==> config.mk <==
export PLATFORM = sky130hd
export DESIGN_NAME = salc_ctrl
export DESIGN_NICKNAME = d
export VERILOG_FILES = /design/src/hdl/salc_pkg.sv /design/src/hdl/salc_ctrl.sv
export SDC_FILE = /design/constraint.sdc
export NUM_CORES = 1
export LEC_CHECK = 0
export BUFFER_PORTS_ARGS = -buffer_cell sky130_fd_sc_hd__buf_2
export CAP_MARGIN = 0
export CORE_AREA = 2 2 39 41
export DETAILED_ROUTE_END_ITERATION = 10
export DIE_AREA = 0 0 41 43
export PLACE_DENSITY_LB_ADDON = 0.1
export SYNTH_ARGS = -nofsm -noshare
export SYNTH_HDL_FRONTEND = slang
export SYNTH_SLANG_ARGS = --single-unit
==> constraint.sdc <==
create_clock -name clk -period 3.7 [get_ports clk]
set_input_delay 0.185 -clock clk [delete_from_list [all_inputs] [get_ports clk]]
set_output_delay 0.185 -clock clk [all_outputs]
set_load 0.03 [all_outputs]
==> src/hdl/salc_pkg.sv <==
// ============================================================================
// salc_pkg
// Shared types and constants of the set-associative LRU cache tag model.
// ============================================================================
package salc_pkg;

  localparam int unsigned DEF_MAX_SETS   = 256;
  localparam int unsigned DEF_MAX_WAYS   = 8;
  localparam int unsigned DEF_ADDR_WIDTH = 64;

  localparam int unsigned CFG_IDX_W  = 2;
  localparam int unsigned CFG_DATA_W = 6;

  localparam logic [CFG_IDX_W-1:0] REG_SET_BITS   = 2'd0;
  localparam logic [CFG_IDX_W-1:0] REG_BLOCK_BITS = 2'd1;
  localparam logic [CFG_IDX_W-1:0] REG_WAYS       = 2'd2;

  localparam logic [1:0] CMD_LOAD   = 2'd0;
  localparam logic [1:0] CMD_STORE  = 2'd1;
  localparam logic [1:0] CMD_MODIFY = 2'd2;

  localparam logic [1:0] OUT_HIT   = 2'd0;
  localparam logic [1:0] OUT_MISS  = 2'd1;
  localparam logic [1:0] OUT_EVICT = 2'd2;

  // Commands from the controller to the datapath.
  typedef struct packed {
    logic load_in;   // capture the input item
    logic clr_step;  // start a clearing pass step
    logic rd_set;    // read the set row
    logic update;    // resolve and write back the set, update counters
  } salc_cmd_t;

  // Status from the datapath to the controller.
  typedef struct packed {
    logic clr_done;
    logic modify;
  } salc_stat_t;

endpackage

==> src/hdl/salc_ctrl.sv <==
// ============================================================================
// salc_ctrl
// Sequencer: clearing pass after reset, then read, update and present each
// access result.
// ============================================================================
module salc_ctrl (
  input  logic                  clk,
  input  logic                  rst_n,
  input  logic                  in_valid,
  output logic                  in_ready,
  output logic                  out_valid,
  input  logic                  out_ready,
  input  logic [1:0]            in_command,
  input  salc_pkg::salc_stat_t  stat,
  output salc_pkg::salc_cmd_t   cmd,
  output logic                  out_last
);
  import salc_pkg::*;

  typedef enum logic [4:0] {
    S_CLR  = 5'b00001,
    S_IDLE = 5'b00010,
    S_READ = 5'b00100,
    S_UPD  = 5'b01000,
    S_OUT  = 5'b10000
  } state_t;

  state_t state_r, state_nxt;
  logic   second_r, second_nxt;

  wire in_xfer  = in_valid && in_ready;
  wire out_xfer = out_valid && out_ready;

  always_comb begin
    state_nxt  = state_r;
    second_nxt = second_r;
    cmd        = '0;
    in_ready   = 1'b0;
    out_valid  = 1'b0;
    out_last   = 1'b0;
    unique case (state_r)
      S_CLR: begin
        cmd.clr_step = 1'b1;
        if (stat.clr_done) state_nxt = S_IDLE;
      end
      S_IDLE: begin
        in_ready = 1'b1;
        if (in_xfer) begin
          cmd.load_in = 1'b1;
          second_nxt  = 1'b0;
          // An unknown command makes no access.
          if (in_command == CMD_LOAD || in_command == CMD_STORE ||
              in_command == CMD_MODIFY) state_nxt = S_READ;
        end
      end
      S_READ: begin
        cmd.rd_set = 1'b1;
        state_nxt  = S_UPD;
      end
      S_UPD: begin
        cmd.update = 1'b1;
        state_nxt  = S_OUT;
      end
      S_OUT: begin
        out_valid = 1'b1;
        out_last  = !(stat.modify && !second_r);
        if (out_xfer) begin
          if (out_last) state_nxt = S_IDLE;
          else begin
            second_nxt = 1'b1;
            state_nxt  = S_READ;
          end
        end
      end
      default: begin
        state_nxt = S_IDLE;
      end
    endcase
  end

  always_ff @(posedge clk) begin
    if (!rst_n) begin
      state_r  <= S_CLR;
      second_r <= 1'b0;
    end else begin
      state_r  <= state_nxt;
      second_r <= second_nxt;
    end
  end

endmodule

After elaboration in Yosys (flattened, before gate mapping)
Cells that the tools add are included.

Register bits after elaboration: 6. Latch bits: 0. RAM bits: 0. Memory bits (read-only): 0. Input bits: 8. Output and inout port bits: 7. Logic and storage cells: 43. Memories kept: 0.

Add/sub/neg operators: 0. $mul: 0. Divide/modulo/power cells: 0. $lt $le $gt $ge: 0. Equal/unequal tests: 12. Shift operators: 0. Muxes and demuxes: 18. Bitwise gates (word level): 0. Reduce and logical (&&, ||, !) cells: 11.

Operator list (count): $pmux 5 s5 (1); $mux 5 (4); $mux 1 (11); $ne 2x2->1 const B (5); $reduce_and 4->1 (2); $eq 5x1->1 const B (1); $eq 5x2->1 const B (1); $eq 5x3->1 const B (1); $eq 5x4->1 const B (1); $eq 5x5->1 const B (1); $logic_and 1x1->1 (3); $mux 3 (1); $eq 2x1->1 const B (1); $eq 2x2->1 const B (1); $logic_not 1->1 (2); $logic_not 2->1 (1); $logic_or 1x1->1 (2); $pmux 1 s2 (1); $reduce_bool 2->1 (1).

Longest topological paths before layout
Depth after elaboration: 6. Mapped depth: 4. Mapped depth without buffers: 4.

Least setup slack after synthesis
OpenSTA, ideal clock, no wires.

Kind: register to register. From: reg state_r[1]. To: reg state_r[4]. Library setup time: 0.065 ns. Data arrival time: 1.405 ns. Path slack: 2.230 ns. Stages on the path, launching flop included: 5. Path buffers: 0. Period minus slack after synthesis: 1.470 ns. Cells stage by stage: dfxtp_1 > or3_4 > nor3b_2 > nor2_1 > nor2_1.

Longest elaborated chain between the ends: 5. Elaborated cells between the ends (all ways): 15. Classes of those cells: 9 x eq/ne; 3 x mux; 3 x reduce/logical.

Ends and longest elaborated chain: from (decl) (line salc_ctrl.sv:28) `state_t state_r, state_nxt;`; from (signal assigned) (line salc_ctrl.sv:86) `state_r <= state_nxt;`; $eq 5x5->1 or $eq 5x2->1 (tied branches) (line salc_ctrl.sv:41) `unique case (state_r)`; $mux 1 (line salc_ctrl.sv:41); $logic_and 1x1->1 (on tied branches) (line salc_ctrl.sv:32, salc_ctrl.sv:31); $ne 2x2->1 (no source line); $reduce_and 4->1 (no source line).

Several ways; a longest one is shown, not always the timed one. A chain may end at the register's enable or synchronous reset.

Final worst setup path
From: reg state_r[1]. To: out out_last.

Longest elaborated chain between the ends: 2.

Ends and longest elaborated chain: $eq 5x5->1 (line salc_ctrl.sv:41); $mux 1 (line salc_ctrl.sv:41); to (decl) (line salc_ctrl.sv:16) `output logic out_last`.

No other way between the ends.

==> flow_metrics.tcl <==
set metrics [dict create \
    tritoncts "yes" \
    ys_types 23 \
    worstSkewPairLatency_ps 240 \
    fmax_ghz 0.619 \
    area_growth_pct 30.3 \
    pwr-share-seq_pct 41.9 \
    hpwlAfterDp_um 698 \
    grt_max_degree 6 \
    syn_avg_cell_area_um2 9.29 \
    arrival_ps 1430 \
    cpPeakStageDelay_ps 450 \
    worstPathRequired_ps 3510 \
    start_kind "flop" \
    synth_seq_cells 6 \
    setup-tns-final_ps 0 \
    antenna_found_initial 0 \
    clock-sinks 6 \
    leakagePower_nw 0.241 \
    die_area_mm2 0.00176 \
    drt_iter0_markers 3 \
    vias_per_cell 4.55 \
    clkPwrFrac_pct 35.0 \
    clk_pin_slew_ps 40 \
    cpLargestDelayFamily "simple AND/OR/NAND/NOR gates" \
    rsz0062_at_grt "false" \
    yosys_warnings 0 \
    vdd_drop_max_uv 151 \
    skew_ps 4.11 \
    comb_power_share_pct 23.1 \
    cts_buffers 3 \
    critPathCaptureType "output pin" \
    swShare_pct 29.6 \
    final_cell_mix "buf_2 (14), dfxtp_1 (6), nor2_1 (4)" \
    max-clock-path-buffers 2 \
    drv_cap 0 \
    power.switching_uw 50.6 \
    wirelength_um 826 \
    post-route-period-util_pct 43.7 \
    gr-total-overflow 0 \
    firstDrtPassIters 2 \
    die_width_um 41 \
    pin_count 15 \
    num_vias 332 \
    relSlewSlack_pct 81.1 \
    post_cts_resized 0 \
    path_class "reg -> out" \
    cp_cell_sequence "or3_4 > nor3_4 > buf_2" \
    hold_class "in -> reg" \
    core-area_mm2 0.00138 \
    portBuffers 14 \
    wl_per_cell_um 11.3 \
    num-nets-final 67 \
    cellPowerDensity_mw_per_mm2 354 \
    place_area_um2 462 \
    h-tree-depth 1 \
    rows 14 \
    die_y_um 43 \
    hold_violations 0 \
    drt.antenna.violating_nets 0 \
    grt_pass1_vias 330 \
    diodes 0 \
    tightest_slew_ps 283 \
    worst-path-buf-inv 1 \
    cts_hold_buf 0 \
    syn_area_um2 372 \
    synthCells 40 \
    start_util_pct 26.9 \
    crit_path_top_delay_cell "or3_4" \
    drcViolationCount 0 \
    cts_setup_buffers 0 \
    cts-root-buf "clkbuf_4" \
    grt_pass1_wl_um 1320 \
    gp_congestion 0.728 \
    status "complete, no violations" \
    setup_viol 0 \
    design_area_um2 484 \
    internal_power_uw 121 \
    drive_above_1_share_pct 45.6 \
    slew_viol_final 0 \
    final_common_cell "buf_2" \
    track_usage_pct 11.8 \
    critPathMaxFanout 4 \
    syn_nets 48 \
    yosysSeqAreaShare_pct 32.3 \
    fin_crit_ps 1620 \
]
==> power groups by stage <==
stage / Clock (mW) / Sequential [mW] / Combinational, mW
6_report: 0.0599 / 0.0717 / 0.0396
5_1_grt: 0.0680 / 0.0722 / 0.0435
4_1_cts: 0.0632 / 0.0718 / 0.0401
3_5_place_dp: 0 / 0.0731 / 0.0399
3_3_place_gp: 0 / 0.0732 / 0.0407
2_1_floorplan: 0 / 0.0720 / 0.0286
==> routing by layer <==
layer,wire (um),track usage (%),vias to the layer above
met5,0,0,-
met2,368,15.0,9
met4,11,10.0,0
li1,-,-,177
met3,63,4.71,2
met1,383,14.6,144
==> path summary, 6_finish.rpt <==
kind	slack (ps)	start	cells after the start	end
hold reg to reg	500	second_r	2	second_r
hold / removal	190	rst_n	2	state_r[1]
setup reg to reg	2330	state_r[1]	4	state_r[1]
setup / recovery	2080	state_r[1]	3	out_last
==> metrics by stage <==
step	hold slack, ps	total power, mW	instances	worst slack (ps)	utilization (%)
floorplan	318	0.101	40	2230	-
global placement	439	0.114	70	2310	33.4
detailed placement	440	0.113	70	2320	33.4
CTS	187	0.175	73	2060	35.0
global route	182	0.184	73	2010	35.0
finish	186	0.171	73	2080	35.0
==> synthesized netlist by cell type <==
cell type  count  share of area (%)
nor2_2         2                3.4
nor3_2         2                5.4
nor3_4         2                8.8
nor2b_1        3                5.1
a41o_1         1                2.7
inv_1          2                2.0
or2b_1         1                2.0
nand2_1        2                2.0
o21ai_0        1                1.3
dfxtp_1        6                 32
and3b_1        1                2.4
nor4_2         1                3.4
a31oi_1        1                1.7
nor2_1         4                4.0
and3_1         2                3.4
a21oi_1        1                1.3
and2_1         2                3.4
a22o_1         1                2.4
a21boi_1       1                2.0
a211o_1        1                2.4
nor3b_2        1                3.4
xor2_1         1                2.4
or3_4          1                3.0
==> state kept, by name, summed over array words and instances (netlist names) <==
signal / cells
second_r: 1
state_r: 5
==> cell families (layout without fill, tap and decap cells) <==
| kind of cell | count (synthesis) | in the layout | synth area share, % |
|---|---|---|---|
| flip-flops | 6 | 6 | 32.3 |
| AND/OR/NAND/NOR | 24 | 24 | 49.5 |
| AO/OA/AOI/OAI | 7 | 7 | 13.8 |
| buffers and inverters | 2 | 19 | 2.02 |
| XOR/XNOR | 1 | 1 | 2.36 |
==> cell type report <==
class,instances,area [um2]
fill,158,900
timing repair buffer,14,70.1
clock buffer,3,22.5
inverter,2,7.51
multi-input combinational,32,244
tap,16,20.0
sequential,6,120
(Power assumes the default switching activity.)
